`src/hw/rtl/mpfb_pkg.sv`:
```
`default_nettype none
package mpfb_pkg;

   localparam int PANEL_WIDTH  = 128;
   localparam int PANEL_HEIGHT = 64;
   localparam int PAGE_ROWS    = 8;
   localparam int PAGE_COUNT   = (PANEL_HEIGHT + PAGE_ROWS - 1) / PAGE_ROWS;
   localparam int STORE_BYTES  = PANEL_WIDTH * PAGE_COUNT;
   localparam int ADDR_W       = $clog2(STORE_BYTES);
   localparam int BIT_W        = $clog2(PAGE_ROWS);
   localparam int X_W          = 8;
   localparam int Y_W          = 7;
   localparam int REQ_DATA_W   = 24;
   localparam int RSP_DATA_W   = 8;

   // queue depth, power of two
   localparam int QUEUE_DEPTH  = 2;
   localparam int QPTR_W       = $clog2(QUEUE_DEPTH);
   localparam int QCNT_W       = $clog2(QUEUE_DEPTH + 1);

   localparam logic       OP_PLOT   = 1'b0;
   localparam logic       OP_READ   = 1'b1;
   localparam logic [1:0] MODE_COPY = 2'd0;
   localparam logic [1:0] MODE_SET  = 2'd1;
   localparam logic [1:0] MODE_XOR  = 2'd2;
   localparam logic [1:0] MODE_CLR  = 2'd3;

   typedef enum logic [1:0] {
      KIND_SET,
      KIND_TOGGLE,
      KIND_CLEAR,
      KIND_READ
   } kind_type;

   typedef struct packed {
      kind_type              kind;
      logic                  in_range;
      logic [ADDR_W-1:0]     addr;
      logic [BIT_W-1:0]      bit_sel;
   } q_entry_type;

   typedef enum logic [1:0] {
      ST_CLEAR,
      ST_FETCH,
      ST_MODIFY
   } back_state_type;

endpackage
`default_nettype wire

```
`src/hw/rtl/mpfb_queue.sv`:
```
`default_nettype none
module mpfb_queue (
   input  wire logic                   clock,
   input  wire logic                   reset,
   input  wire logic                   push,
   output logic                        push_ready,
   input  wire mpfb_pkg::q_entry_type  push_entry,
   input  wire logic                   pop,
   output logic                        pop_valid,
   output mpfb_pkg::q_entry_type       pop_entry
);

   mpfb_pkg::q_entry_type              slot_ff [mpfb_pkg::QUEUE_DEPTH];
   logic [mpfb_pkg::QPTR_W-1:0]        wr_ptr_ff, wr_ptr_in;
   logic [mpfb_pkg::QPTR_W-1:0]        rd_ptr_ff, rd_ptr_in;
   logic [mpfb_pkg::QCNT_W-1:0]        count_ff, count_in;
   logic                               do_push;
   logic                               do_pop;

   assign push_ready = (count_ff != mpfb_pkg::QCNT_W'(mpfb_pkg::QUEUE_DEPTH));
   assign pop_valid  = (count_ff != '0);
   assign pop_entry  = slot_ff[rd_ptr_ff];
   assign do_push    = push & push_ready;
   assign do_pop     = pop & pop_valid;

   always_comb begin
      wr_ptr_in = do_push ? wr_ptr_ff + 1'b1 : wr_ptr_ff;
      rd_ptr_in = do_pop  ? rd_ptr_ff + 1'b1 : rd_ptr_ff;
      count_in  = count_ff;
      if (do_push && !do_pop) begin
         count_in = count_ff + 1'b1;
      end else if (do_pop && !do_push) begin
         count_in = count_ff - 1'b1;
      end
   end

   always_ff @(posedge clock) begin
      if (reset) begin
         wr_ptr_ff <= '0;
         rd_ptr_ff <= '0;
         count_ff  <= '0;
      end else begin
         wr_ptr_ff <= wr_ptr_in;
         rd_ptr_ff <= rd_ptr_in;
         count_ff  <= count_in;
      end
   end

   always_ff @(posedge clock) begin
      if (do_push) begin
         slot_ff[wr_ptr_ff] <= push_entry;
      end
   end

endmodule
`default_nettype wire

```
`config.mk`:
```
export PLATFORM = sky130hd
export DESIGN_NAME = mpfb_queue
export DESIGN_NICKNAME = d
export VERILOG_FILES = /design/src/hw/rtl/mpfb_pkg.sv /design/src/hw/rtl/mpfb_queue.sv
export SDC_FILE = /design/constraint.sdc
export NUM_CORES = 1
export LEC_CHECK = 0
export BUFFER_PORTS_ARGS = -buffer_cell sky130_fd_sc_hd__buf_4
export CORE_ASPECT_RATIO = 0.8
export CORE_MARGIN = 2
export CORE_UTILIZATION = 30
export DETAILED_ROUTE_END_ITERATION = 12
export PLACE_DENSITY = 0.62
export SLEW_MARGIN = 20
export SYNTH_ARGS = -nofsm -noshare
export SYNTH_HDL_FRONTEND = slang
export SYNTH_SLANG_ARGS = --single-unit
```
`constraint.sdc`:
```
create_clock -name clock -period 1.7 [get_ports clock]
set_input_delay 0.51 -clock clock [delete_from_list [all_inputs] [get_ports clock]]
set_output_delay 0.51 -clock clock [all_outputs]
set_load 0.02 [all_outputs]
```
* Yosys cells after proc, flatten, opt, wreduce, memory -nomap -nowiden
Memory sizes are Yosys's and may differ from the RTL's. A register that Yosys moved wholly into a read port is not among the register bits.
Cells that the tools add are included.
** Word-level totals
- Bits in registers :: 4
- Memory bits (writable) :: 32
- Input bits :: 20
- Logic and storage cells :: 23
- Memories :: 1
** Cells by class
- Add/subtract/negate cells :: 4
- Equal/unequal tests :: 1
- Muxes and demuxes :: 6
- Bitwise gates (word level) :: 2
- Reduce and logical (&&, ||, !) cells :: 6
** Memory list
- slot_ff :: words 2, width 16, read ports 1, clocked after Yosys merged registers in 1, wr ports 1, RTL line mpfb_queue.sv:13 : mpfb_pkg::q_entry_type slot_ff [mpfb_pkg::QUEUE_DEPTH];
** Operators with widths (number)
- two-way mux 1 bit :: 4
- two-way mux 2 bit :: 2
- nonzero test 2 bit :: 2
- adder 1 bit, second input constant :: 2
- adder 2 x 1 -> 2 bit, second input constant :: 1
- bitwise AND 1 bit :: 2
- logical AND 1 bit :: 2
- zero test 1 bit :: 2
- inequality test 2 bit, second input constant :: 1
- subtractor 2 x 1 -> 2 bit, second input constant :: 1

* Longest topological paths before layout
- Depth in word-level cells :: 6
- Gate-level depth with buffers :: 6
- Mapped depth without buffers :: 6

* Least setup slack after synthesis
Ideal clock, no wire load.
- Kind :: flip-flop to flip-flop
- Start :: reg count_ff[0] in the netlist's numbering
- End :: reg count_ff[1] in the netlist's numbering
- Data arrival time :: 1595 ps
- Data required time :: 1630 ps
- Setup slack :: 35 ps
- Cell stages (with the launch flop) :: 6
- Path buffers :: 0
- Clock period less this slack :: 1665 ps
- Cell sequence :: dfxtp_1 nand2b_1 and2_1 ha_1 or3_1 a21oi_1
** Between the ends
- Word-level cells in the longest chain between the ends :: 5
- Elaborated cells between the ends (all ways) :: 13
- Classes of those cells :: add/sub (2); eq/ne (1); mux (2); bitwise (2); reduce/logical (6)
** RTL lines
- from (decl) :: RTL line mpfb_queue.sv:16 : logic [mpfb_pkg::QCNT_W-1:0] count_ff, count_in;
- from (signal assigned) :: RTL line mpfb_queue.sv:45 : count_ff <= count_in;
- inequality test 2 bit (*) :: RTL line mpfb_queue.sv:20 : assign push_ready = (count_ff != mpfb_pkg::QCNT_W'(mpfb_pkg::QUEUE_DEPTH));
- named net push_ready :: RTL line mpfb_queue.sv:6 : output logic push_ready,
- bitwise AND 1 bit (*) :: RTL line mpfb_queue.sv:23 : assign do_push = push & push_ready;
- named net do_push :: RTL line mpfb_queue.sv:17 : logic do_push;
- zero test 1 bit :: RTL line mpfb_queue.sv:32 : end else if (do_pop && !do_push) begin
- logical AND 1 bit :: RTL line mpfb_queue.sv:32
- nonzero test 2 bit (no source line)
The timed path passes the listed nets; every way through them passes the cells marked *. The select of a mux whose other input is x is not followed.
A chain may end at the register's enable or synchronous reset.

==> metrics <==
Hold Crit Depth 1; Hold Path Sink slot_ff[1][13]; DR iter-0 viols 31; PwrDens roughly 1500 mW/mm²; path depth of the worst reg2reg path 5; root buf cell clkbuf_8; crit path kind register to output port; Final Instance Area just over 0.002 mm²; Mapped Cells 74; Setup Skew 0.00359 ns; Synth Warn # 0; final wirelength approximately 2400 µm; register bit total from synthesis 37; IO Pins 38; core area between 0.004 and 0.005 mm²; final setup TNS -0.666 ns; DP Wirelength around 1600 µm; die area slightly above 0.005 mm²; CTS sink cnt 37; fin nets around 140; residual DRC count 0; Chip Height ~65 µm; First-pass DRT Iterations 4; H-tree Lvls 2; CTS tree yes; number of placement rows 22; most frequent cell after synthesis edfxtp_1; routability-driven placement congestion ratio 0.775; via density per instance approximately 4.3; Max-cap violations 0; Yosys cell types 18; CP arrival about 1.2 ns; cell type with the largest total area after synthesis edfxtp_1; GRT Overall Usage approximately a tenth; Post-Syn Area about 0.0014 mm²; Worst setup EP type output port; CP Max Fanout 6; hold_sp push_entry[13]; Final Worst Setup Slack -0.0497 ns; Max Root-Sink Buffers 2; worst slew pin tran ~0.22 ns; Worst Path Required about 1.2 ns; hold slack final slightly above 0.4 ns; # hold bufs at CTS 0; Primary FF master, synth edfxtp_1; Placed Area between 0.0015 and 0.002 mm²; Slew Viols, Final 0; remaining antenna violation count 0; Synth area leaders edfxtp_1 (70%), mux2_2 (13%), dfxtp_1 (7.3%); r2r setup slk roughly 0.1 ns; vias in the first global route between 800 and 900; Vias 794; diode count 0; Max Fclk around 570 MHz; Hold Path Class input pin to register; Tmin final roughly 1.7 ns; Final period util 103%; WL per Instance 13.3 µm; Leak roughly 0.8 nW; initial antenna violation count 0; IO Port Bufs 37; Synth Area per Inst around 19 µm²; global route total overflow 0; first-pass GRT wire length between 3000 and 4000 µm; Critical Path Source Type register; Starting Density 30.7%; worst reg2reg endpoint count_ff[1]; layout cell share with drive strength beyond 1 56.9%; worst r2r src count_ff[0]; Fin. Hold Viols 0; Synth Net Count 95; clock transition at the registers of the reported paths about 0.07 ns; failing checks negative setup slack; area growth from synthesis to layout 47.1%; top cells by count, synth edfxtp_1 (32), mux2_2 (16), dfxtp_1 (5), nor2_1 (3), xor2_1 (3); share of flip-flops with an asynchronous set or reset 0%; status finished, violations left; final setup violating endpoints 16; cts bufs inserted 5; Peak supply drop between 0.4 and 0.5 mV; RSZ-0062 raised after global routing yes; relative slew slack a little under nine tenths; sequential-to-total area share from yosys stat 77.1%; post-CTS setup buffer count 0; EDFF count, synth 32; clock insertion delay at the later pin of the skew report between 0.2 and 0.3 ns; die extent in x between 70 and 80 µm; Yosys top cell area share 69.8%; pin count of the biggest net entering global routing 17
==> routing by layer <==
layer / vias up / part of all wire (%) / track usage, %
met1: 388 / 43 / 11.7
met3: 6 / 5.3 / 2.65
li1: 373 / - / -
met4: 0 / 2.0 / 7.11
met2: 27 / 50 / 17.8
met5: - / 0 / 0
==> cells by family after synthesis <==
logic type      share of synthesized area (%)
compound gates                           2.18
xor+xnor                                 1.91
fa+ha+maj                               0.909
buf+inv                                  1.18
flops                                    77.1
mux                                      13.1
simple gates                             3.64
==> cell type report <==
type,count,area (µm²)
tap,60,75.1
sequential,37,1060
fill,413,2460
clock buffer,7,86.3
multi-input combinational,34,367
clock inverter,1,30.0
inverter,1,3.75
timing repair buffer,43,398
==> flip-flops by register name (all words and copies together), names as in the netlist, named ones only <==
register and cells:
rd_ptr_ff 1, wr_ptr_ff 1, count_ff 2, slot_ff 32
==> power by group <==
part	internal, mW	total [mW]	leakage (nW)	switching [mW]
Sequential	1.15	1.22	0.341	0.0723
Clock	0.478	0.763	0.0585	0.285
Combinational	0.630	1.15	0.411	0.519
==> critical path, stage by stage, from the launching register on <==
cell and delay (ns):
dfxtp_4 0.37, buf_8 0.14, mux2_4 0.31, buf_6 0.13
==> timing repair <==
item / in CTS / in global routing
resized for setup: 39 / 3
setup endpoints to repair: 16 / 17
pin swaps: 0 / 0
cloned: 1 / 0
==> per-stage QoR <==
step | std cells | utilization, % | setup slack [ns] | power [mW]
final | 183 | 45.1 | -0.0497 | 3.13
after global routing | 183 | 45.1 | -0.0948 | 3.28
after CTS | 183 | 45.0 | -0.0673 | 3.16
after detailed placement | 174 | 39.1 | 0.0377 | 2.14
after global placement | 174 | 39.1 | 0.0843 | 2.11
after floorplan | 74 | - | 0.0348 | 1.77
==> cells in the final DEF, fill, tap and decap left out, types with 2 or more instances in the layout <==
cell type,instances
a21oi_1,2
buf_4,24
buf_6,18
clkbuf_8,6
dfxtp_1,4
edfxtp_1,32
mux2_4,16
nor2_1,3
xor2_1,3
==> worst max-delay path by stage <==
stage                     cells past startpoint             to  slack [ns]   startpoint
after detailed placement                      5    count_ff[1]        0.04         push
after global routing                          3  pop_entry[14]       -0.09     register
final                                         3   pop_entry[0]       -0.05     register
after CTS                                     3   pop_entry[0]       -0.07     register
after floorplan                               5    count_ff[1]        0.03  count_ff[0]
after global placement                        5    count_ff[1]        0.08         push
Note: power is estimated with default switching activity, not from simulation.
