## src/hw/rtl/mpfb_pkg.sv

```systemverilog
`default_nettype none
package mpfb_pkg;

   localparam int PANEL_WIDTH  = 128;
   localparam int PANEL_HEIGHT = 64;
   localparam int PAGE_ROWS    = 8;
   localparam int PAGE_COUNT   = (PANEL_HEIGHT + PAGE_ROWS - 1) / PAGE_ROWS;
   localparam int STORE_BYTES  = PANEL_WIDTH * PAGE_COUNT;
   localparam int ADDR_W       = $clog2(STORE_BYTES);
   localparam int BIT_W        = $clog2(PAGE_ROWS);
   localparam int X_W          = 8;
   localparam int Y_W          = 7;
   localparam int REQ_DATA_W   = 24;
   localparam int RSP_DATA_W   = 8;

   // queue depth, power of two
   localparam int QUEUE_DEPTH  = 2;
   localparam int QPTR_W       = $clog2(QUEUE_DEPTH);
   localparam int QCNT_W       = $clog2(QUEUE_DEPTH + 1);

   localparam logic       OP_PLOT   = 1'b0;
   localparam logic       OP_READ   = 1'b1;
   localparam logic [1:0] MODE_COPY = 2'd0;
   localparam logic [1:0] MODE_SET  = 2'd1;
   localparam logic [1:0] MODE_XOR  = 2'd2;
   localparam logic [1:0] MODE_CLR  = 2'd3;

   typedef enum logic [1:0] {
      KIND_SET,
      KIND_TOGGLE,
      KIND_CLEAR,
      KIND_READ
   } kind_type;

   typedef struct packed {
      kind_type              kind;
      logic                  in_range;
      logic [ADDR_W-1:0]     addr;
      logic [BIT_W-1:0]      bit_sel;
   } q_entry_type;

   typedef enum logic [1:0] {
      ST_CLEAR,
      ST_FETCH,
      ST_MODIFY
   } back_state_type;

endpackage
`default_nettype wire

```

## src/hw/rtl/mpfb_front.sv

```systemverilog
`default_nettype none
module mpfb_front (
   input  wire logic                               req_tvalid,
   output logic                                    req_tready,
   input  wire logic [mpfb_pkg::REQ_DATA_W-1:0]    req_tdata,
   input  wire logic                               req_tuser,
   input  wire logic                               busy,
   input  wire logic                               q_ready,
   output logic                                    q_push,
   output mpfb_pkg::q_entry_type                   q_entry
);

   logic [mpfb_pkg::X_W-1:0]   x;
   logic [mpfb_pkg::Y_W-1:0]   y;
   logic                       color;
   logic [1:0]                 mode;
   logic                       in_range;
   logic [mpfb_pkg::Y_W-1:0]   page;
   mpfb_pkg::kind_type         kind;

   assign x     = req_tdata[7:0];
   assign y     = req_tdata[14:8];
   assign color = req_tdata[15];
   assign mode  = req_tdata[17:16];
   assign page  = y >> mpfb_pkg::BIT_W;

   assign in_range = ({1'b0, x} < (mpfb_pkg::X_W+1)'(mpfb_pkg::PANEL_WIDTH)) &&
                     ({1'b0, y} < (mpfb_pkg::Y_W+1)'(mpfb_pkg::PANEL_HEIGHT));

   always_comb begin
      case (mode)
         mpfb_pkg::MODE_COPY: kind = color ? mpfb_pkg::KIND_SET : mpfb_pkg::KIND_CLEAR;
         mpfb_pkg::MODE_XOR:  kind = mpfb_pkg::KIND_TOGGLE;
         mpfb_pkg::MODE_CLR:  kind = mpfb_pkg::KIND_CLEAR;
         default:             kind = mpfb_pkg::KIND_SET;
      endcase
      if (req_tuser == mpfb_pkg::OP_READ) begin
         kind = mpfb_pkg::KIND_READ;
      end
   end

   always_comb begin
      q_entry.kind     = kind;
      q_entry.in_range = in_range;
      q_entry.bit_sel  = y[mpfb_pkg::BIT_W-1:0];
      if (in_range) begin
         q_entry.addr = mpfb_pkg::ADDR_W'(x) +
                        mpfb_pkg::ADDR_W'(page * mpfb_pkg::ADDR_W'(mpfb_pkg::PANEL_WIDTH));
      end else begin
         q_entry.addr = '0;
      end
   end

   assign req_tready = q_ready & ~busy;
   // out-of-panel plots are dropped here
   assign q_push = req_tvalid & req_tready & ((req_tuser == mpfb_pkg::OP_READ) | in_range);

endmodule
`default_nettype wire

```

## config.mk

```make
export PLATFORM = sky130hd
export DESIGN_NAME = mpfb_front
export DESIGN_NICKNAME = d
export VERILOG_FILES = /design/src/hw/rtl/mpfb_pkg.sv /design/src/hw/rtl/mpfb_front.sv
export SDC_FILE = /design/constraint.sdc
export NUM_CORES = 1
export LEC_CHECK = 0
export BUFFER_PORTS_ARGS = -buffer_cell sky130_fd_sc_hd__buf_2
export CORE_AREA = 2 2 39 41
export DETAILED_ROUTE_END_ITERATION = 7
export DIE_AREA = 0 0 41 43
export SLEW_MARGIN = 20
export SYNTH_ARGS = -nofsm -noshare
export SYNTH_HDL_FRONTEND = slang
export SYNTH_SLANG_ARGS = --single-unit
```

## constraint.sdc

```tcl
create_clock -name vclk -period 1.2
set_input_delay 0.06 -clock vclk [all_inputs]
set_output_delay 0.06 -clock vclk [all_outputs]
set_load 0.01 [all_outputs]
```

After elaboration in Yosys (flattened, before gate mapping)

Index checks and enable logic that the tools add are counted.

$add $sub $neg: 1
$lt $le $gt $ge: 2
Equal/unequal tests: 2
Multiplexer cells: 4
Bitwise gates (word level): 5
Reductions and logical operators: 2

Operators with widths:

| kind               | count |
|---|---|
| $add 8x10->10      | 1 |
| $mux 10            | 1 |
| $lt 8x8->1 const B | 1 |
| $lt 7x7->1 const B | 1 |
| $pmux 2 s3         | 1 |
| $eq 2x2->1 const B | 2 |
| $mux 2             | 2 |
| $and 1x1->1        | 3 |
| $logic_not 2->1    | 1 |
| $logic_and 1x1->1  | 1 |
| $not 1->1          | 1 |
| $or 1x1->1         | 1 |

Register bits: 0
Input port bits: 28
Output and inout bits: 18
Logic and storage cells: 16

Longest topological paths before layout

Gate-level depths: netlist of the first run.

Word-level depth: 4
Mapped depth: 4
Depth with buffers taken out: 4

Worst setup path before layout of the first run

OpenSTA, ideal clock, no wires.

Path kind: input to output
Start: input port req_tdata[7] (netlist bit)
End: output port q_entry[12] (netlist bit)
Arrival time: 0.797 ns
Required time: 1.140 ns
Slack: 0.343 ns
Stages on the path: 4
Buffers on the path: 0
Path through: ha_1 > ha_1 > xnor2_1 > nor3_1

RTL lines:

| element            | RTL line         | text |
|---|---|---|
| start: declaration | mpfb_front.sv:5  | `input wire logic [mpfb_pkg::REQ_DATA_W-1:0] req_tdata,` |
| end: declaration   | mpfb_front.sv:10 | `output mpfb_pkg::q_entry_type q_entry` |

==> results of run 1 <==
synthesized netlist by cell type:
cell type | number | area share [%]
a21o_1 | 1 | 3.9
a21oi_1 | 1 | 2.6
and2_2 | 9 | 35
buf_4 | 4 | 15
buf_6 | 1 | 5.8
ha_1 | 2 | 13
inv_1 | 1 | 1.9
nor2_2 | 1 | 3.2
nor2b_1 | 1 | 3.2
nor3_1 | 1 | 2.6
o211a_1 | 1 | 5.2
o31ai_1 | 1 | 3.9
xnor2_1 | 1 | 4.5
cell type report:
| class | count | area (um^2) | share of cell area [%] |
|---|---|---|---|
| Multi-Input combinational cell | 19 | 149 | 43.4 |
| Inverter | 1 | 3.75 | 1.09 |
| Tap cell | 16 | 20.0 | 5.84 |
| Timing Repair Buffer | 34 | 170 | 49.6 |
through the flow:
step | hold slack (ps) | cell area, um^2 | power (W)
after global placement | 120 | 343 | 0.0000996
after global routing | 120 | 343 | 0.000113
after CTS | 120 | 343 | 0.000101
after detailed placement | 120 | 343 | 0.000101
after floorplan | 171 | 194 | 0.0000595
final | 120 | 343 | 0.0000996
kinds of logic after synthesis:
| logic type | after synthesis |
|---|---|
| adders and majority gates | 2 |
| AOI/OAI and AO/OA | 4 |
| buffers and inverters | 6 |
| xor gates and xnor gates | 1 |
| and+or+nand+nor | 12 |
final timing paths:
path	startpoint	endpoint	slack [ps]
hold / removal	req_tdata[9]	q_entry[1]	120
setup / recovery	req_tdata[7]	q_entry[12]	200
power groups by stage:
| stage | Clock [W] | Combinational (W) | Sequential [W] |
|---|---|---|---|
| after detailed placement | 0 | 0.000101 | 0 |
| after CTS | 0 | 0.000101 | 0 |
| after global routing | 0 | 0.000113 | 0 |
| after floorplan | 0 | 0.0000595 | 0 |
| after global placement | 0 | 0.0000996 | 0 |
| final | 0 | 0.0000996 | 0 |
routing by layer:
layer / vias to the layer above / wire length [um]
met5: - / 0
met4: 0 / 0
met3: 0 / 98
met2: 24 / 240
met1: 107 / 214
li1: 137 / -
==> impl_results.md, run 1 <==
- Critical Path RT: approximately 1100 ps
- Row cnt: 14
- Rel. slew slack: 79.1%
- Post-layout min period: 1000 ps
- Post-synthesis compound-gate area fraction: 15.5%
- Worst Path Buf+Inv: 2
- # port buffers: 34
- Mux share of post-synthesis cell area: 0%
- Remaining Overflow, GRT: 0
- Crit start category: input pin
- Nets@finish: 86
- Slowest CP cell: ha_1
- WP depth: 6
- Gp weighted congestion: 0.616
- Layout Cells excl Fill: 70
- DRC: 0
- Share of cells above drive strength 1: about four fifths
- Max-cap viol count: 0
- Die X: 41 um
- Final Hold Vio Count: 0
- Routed WL: 553 um
- Critical path, cell by cell: buf_2, ha_1, ha_1, xnor2_1, nor3_1, buf_2
- Unique cell type count in the Yosys netlist: 13
- Initial antenna violation count: 0
- GR Layer Usage met1: 6.33%
- Post-DRT Antenna Nets: 0
- Setup bufs post-CTS: 0
- Num sequential: 0
- Cells after Synth: 25
- Syn Area/Cell: 7.76 um^2
- Sw frac: approximately 44%
- Commonest non-fill, non-tap cell in the layout: buf_2
- WHS Path Cells: 0
- Register Area: 0 um^2
- Die area: around 1800 um^2
- PwrDens: 290 nW/um^2
- WL per Instance: 7.90 um
- Adder-cell share of the synthesized area: 12.9%
- Vias: 268
- Setup tns final: 0 ps
- Placed insts: 70
- Via-to-Cell Ratio: roughly 3.8
- Max-slew violations: 0
- Post-synthesis sequential area ratio: 0%
- Setup ws final: roughly 200 ps
- Gate power share: 100.0%
- Peak Freq: roughly 1000 MHz
- Vias in the first global route: between 200 and 250
- Ys Warns: 0
- DR pass1 iterations: 2
- Layout Area Growth over Synthesis: 76.8%
- P_int: 0.0000554 W
- Initial drt markers: 3
- Worst path top cell family by delay: adder cells
- Clock power frac: 0%
- First-pass GRT wire length: 834 um
- CP Class: in2out
- GRT Overall Usage: 6.09%
- RSZ-0062 raised after global routing: false
- GR Util met2: 11.9%
- Post-cts sizing count: 0
- Synth Area in XOR/XNOR: 4.52%
- Die height: between 40 and 50 um
- IO Pins: 46
- Largest family of logic cells by synthesized area: simple AND/OR/NAND/NOR gates
- Switching pwr: around 0.000044 W
- Leak pwr: between 0.2 and 0.25 nW
- # setup viols final: 0
- Final period utilization: 83.5%
- Crit-path max cell delay: roughly 190 ps
- Grt peak-use layer: met2
- CP Capture Type: primary output
- Crit path arrival time: 940 ps
- Met3 GRT Util: 1.57%
- # fillers: between 150 and 200
- ANT cells: 0
- Post-synthesis simple-gate area fraction: 43.9%
- CTS Hold Bufs: 0
- Clock buffers: 0
- Initial Utilization: ~14%
- Worst VDD drop: 0.0000818 V
- Cell area after synthesis: 194 um^2
- Final Util: about a quarter
- Worst Max-Slew Pin Slew: 313 ps
- Core area: about 1400 um^2
- Highest-count cells in the layout ignoring fill and taps: buf_2, and2_2, ha_1
- Maximum number of pins on one net before global-route repair: 12
- Setup Slack @ Placement: 184 ps
- Seq pwr share: 0%
- CP Max Fanout: 3
- Hold crit path type: in2out
- Post-Syn Nets: 55
- Status: complete, no violations
Note: power is estimated with default switching activity, not from simulation.
==> run 2, diff against run 1 <==
==> constraint.sdc (replaced) <==
create_clock -name vclk -period 1
set_input_delay 0.05 -clock vclk [all_inputs]
set_output_delay 0.05 -clock vclk [all_outputs]
set_load 0.01 [all_outputs]
==> impl_results.md, run 2 (synthesized netlist as in run 1, its figures left out) <==
- Num sequential: 0
- Most Frequent Cell on Critical Path: ha_4
- Leak pwr: 0.236 nW
- Crit start category: input pin
- Worst path top cell family by delay: adder cells
- Nets@finish: 87
- DR pass1 iterations: 2
- Core area: 1380 um^2
- Remaining Overflow, GRT: 0
- Initial Utilization: between 10% and 20%
- First-pass GRT wire length: ~770 um
- Register Area: 0 um^2
- Crit path arrival time: 900 ps
- # port buffers: 34
- Final period utilization: between 90 and 100%
- Status: complete, no violations
- DRC: 0
- # setup viols final: 0
- Maximum number of pins on one net before global-route repair: 12
- Share of cells above drive strength 1: ~85%
- Slowest CP cell: buf_2
- Hold crit path type: in2out
- Gp weighted congestion: 0.616
- IO Pins: 46
- Commonest non-fill, non-tap cell in the layout: buf_2
- Cell area after layout: 383 um^2
- Setup bufs post-CTS: 0
- Crit-path max cell delay: about 160 ps
- GRT Overall Usage: ~5.7%
- Post-DRT Antenna Nets: 0
- Layout Area Growth over Synthesis: 97.4%
- Final Hold Vio Count: 0
- WL per Instance: 8.25 um
- Worst hold margin: about 100 ps
- DP HPWL: 504 um
- Rel. slew slack: 86.6%
- Row cnt: 14
- Die height: 43 um
- Die area: 1760 um^2
- CP Class: in2out
- Worst Max-Slew Pin Slew: 201 ps
- Via-to-Cell Ratio: 3.80
- PwrDens: 353 nW/um^2
- Critical path, cell by cell: buf_4, ha_4, ha_4, xnor2_1, nor3_1, buf_2
- RSZ-0062 raised after global routing: true
- ANT cells: 0
- Initial antenna violation count: 0
- Clock buffers: 0
- Highest-count cells in the layout ignoring fill and taps: buf_2, and2_2, ha_4, buf_4
- Worst Path Buf+Inv: 2
- Critical Path RT: 950 ps
- Vias in the first global route: 214
- Die X: around 41 um
- Routed WL: 586 um
- Initial drt markers: 1
- Placed cell areas: 350 um^2
- Worst VDD drop: 0.000103 V
- Setup tns final: 0 ps
- CP Capture Type: primary output
- Vias: 270
- Post-layout min period: 947 ps
- Max-slew violations: 0
- CP Max Fanout: 2
- Max-cap viol count: 0
- Peak Freq: 1060 MHz
[run 2: power breakdown]
group / total (W) / switching (W) / internal [W]
Combinational: 0.000135 / 0.0000595 / 0.0000755
Sequential: 0 / 0 / 0
Clock: 0 / 0 / 0
Total: 0.000135 / 0.0000595 / 0.0000755
[run 2: path summary, 6_finish.rpt]
check	start	depth (start not counted)	slack, ps	end
worst min-delay path	req_tdata[9]	0	100	q_entry[1]
worst max-delay path	req_tdata[7]	6	50	q_entry[12]
[run 2: area by class of cell]
| cell class | count | area [um^2] |
|---|---|---|
| Fill cell | 149 | 1000 |
| Inverter | 1 | 3.75 |
| Multi-Input combinational cell | 19 | 179 |
| Tap cell | 16 | 20.0 |
| Timing Repair Buffer | 35 | 180 |
[run 2: timing repair]
action / 4_1_cts / 5_1_grt
hold buffers: 0 / 0
endpoints found under the setup margin: 0 / 4
resized for setup: 0 / 6
[run 2: layer usage]
layer | share of wire (%) | vias up | track usage, %
met5 | 0 | - | 0
met4 | 0 | 0 | 0
met3 | 18 | 0 | 1.05
met2 | 46 | 24 | 11.3
met1 | 37 | 108 | 6.01
li1 | - | 138 | -
[run 2: through the flow]
stage	utilization (%)	total power, W	setup slack [ps]	std cells
finish	27.7	0.000135	52.7	71
global route	27.7	0.000154	-10.4	71
CTS	25.3	0.000125	23.0	71
detailed placement	25.3	0.000124	23.3	71
global placement	25.3	0.000122	37.2	71
floorplan	-	0.0000715	163	25
==> run 3, diff against run 2 <==
==> constraint.sdc (replaced) <==
create_clock -name vclk -period 0.9
set_input_delay 0.045 -clock vclk [all_inputs]
set_output_delay 0.045 -clock vclk [all_outputs]
set_load 0.01 [all_outputs]
==> impl_results.md, run 3 (synthesized netlist as in run 1, its figures left out) <==
- Initial Utilization: 14.0%
- Placed insts: 71
- ANT cells: 0
- Via-to-Cell Ratio: 3.75
- Max-cap viol count: 0
- WL per Instance: 8.35 um
- Initial antenna violation count: 0
- Total power: 0.000155 W
- First-pass GRT wire length: 855 um
- DR pass1 iterations: 2
- CP Class: in2out
- # setup viols final: 0
- GRT Overall Usage: 6.39%
- Vias: 266
- CP Capture Type: primary output
- Placed cell areas: 350 um^2
- Die X: between 40 and 50 um
- PwrDens: 393 nW/um^2
- Commonest non-fill, non-tap cell in the layout: buf_2
- Gp weighted congestion: 0.612
- DRC: 0
- Row cnt: 14
- Clock buffers: 0
- IO Pins: 46
- Share of cells above drive strength 1: 85.5%
- Worst hold margin: approximately 90 ps
- Multi-input gate area: 179 um^2
- Layout Cells excl Fill: 71
- Core area: around 1400 um^2
- Remaining Overflow, GRT: 0
- Rel. slew slack: 86.5%
- Num sequential: 0
- Highest-count cells in the layout ignoring fill and taps: buf_2, and2_2, ha_4, buf_6
- Post-DRT Antenna Nets: 0
- Setup bufs post-CTS: 0
- Die height: 43 um
- Routed WL: slightly below 600 um
- CTS Hold Bufs: 0
- Crit start category: input pin
- Vias in the first global route: 240
- Critical Path RT: 850 ps
- RSZ-0062 raised after global routing: false
- Leak pwr: 0.239 nW
- Peak Freq: between 1000 and 1500 MHz
- Cell area after layout: 393 um^2
- Crit path arrival time: 820 ps
- Status: complete, no violations
- CP Max Fanout: 2
- Final period utilization: 96.0%
- Register Area: 0 um^2
- Final Hold Vio Count: 0
- # fillers: 156
- Die area: roughly 1800 um^2
- Max-slew violations: 0
- Nets@finish: 87
- Maximum number of pins on one net before global-route repair: 12
- Setup tns final: 0 ps
- Worst VDD drop: around 0.00012 V
- Hold crit path type: in2out
- Initial drt markers: 2
- # port buffers: 34
- DP HPWL: around 510 um
- Layout Area Growth over Synthesis: 103%
- Worst Max-Slew Pin Slew: ~200 ps
- Post-layout min period: 864 ps
-- run 3: cell counts in the layout (fill, tap and decap cells not counted) --
Identical to the previous run, type by type.
-- run 3: through the flow --
step	setup WS [ps]	util, %
4_1_cts	-0.0964	28.4
2_1_floorplan	72.6	-
3_3_place_gp	-44.5	25.3
3_5_place_dp	-63.8	25.3
5_1_grt	7.04	28.4
6_report	36.4	28.4
-- run 3: path summary, 6_finish.rpt --
path / startpoint / endpoint / slack, ps / depth (start not counted)
setup / recovery: req_tdata[7] / q_entry[12] / 40 / 6
hold / removal: req_tdata[9] / q_entry[1] / 90 / 0
-- run 3: final cells by class --
class / count / share of cell area (%)
multi-input cells: 19 / 45.5
inverters: 1 / 0.955
well taps: 16 / 5.10
repair buffers: 35 / 48.4
-- run 3: critical path, cell delays in order --
cell and delay [ps]:
buf_6 100, ha_4 150, ha_4 150, xnor2_1 110, nor3_1 110, buf_2 150
-- run 3: repair_timing --
action                                 in CTS  in global routing
setup endpoints to repair                  11                  1
pin swaps                                   3                  1
endpoints found under the hold margin       0                  0
gates resized for setup                     7                  0
-- run 3: power by group --
group	internal [W]	switching [W]
combinational	0.0000884	0.0000661
sequential	0	0
clock	0	0
total	0.0000884	0.0000661
-- run 3: per-layer routing --
metal / vias to the layer above / routed length [um] / global-route usage, %
met3: 0 / 106 / 1.57
li1: 138 / - / -
met5: - / 0 / 0
met1: 104 / 217 / 7.28
met2: 24 / 269 / 11.9
met4: 0 / 0 / 0
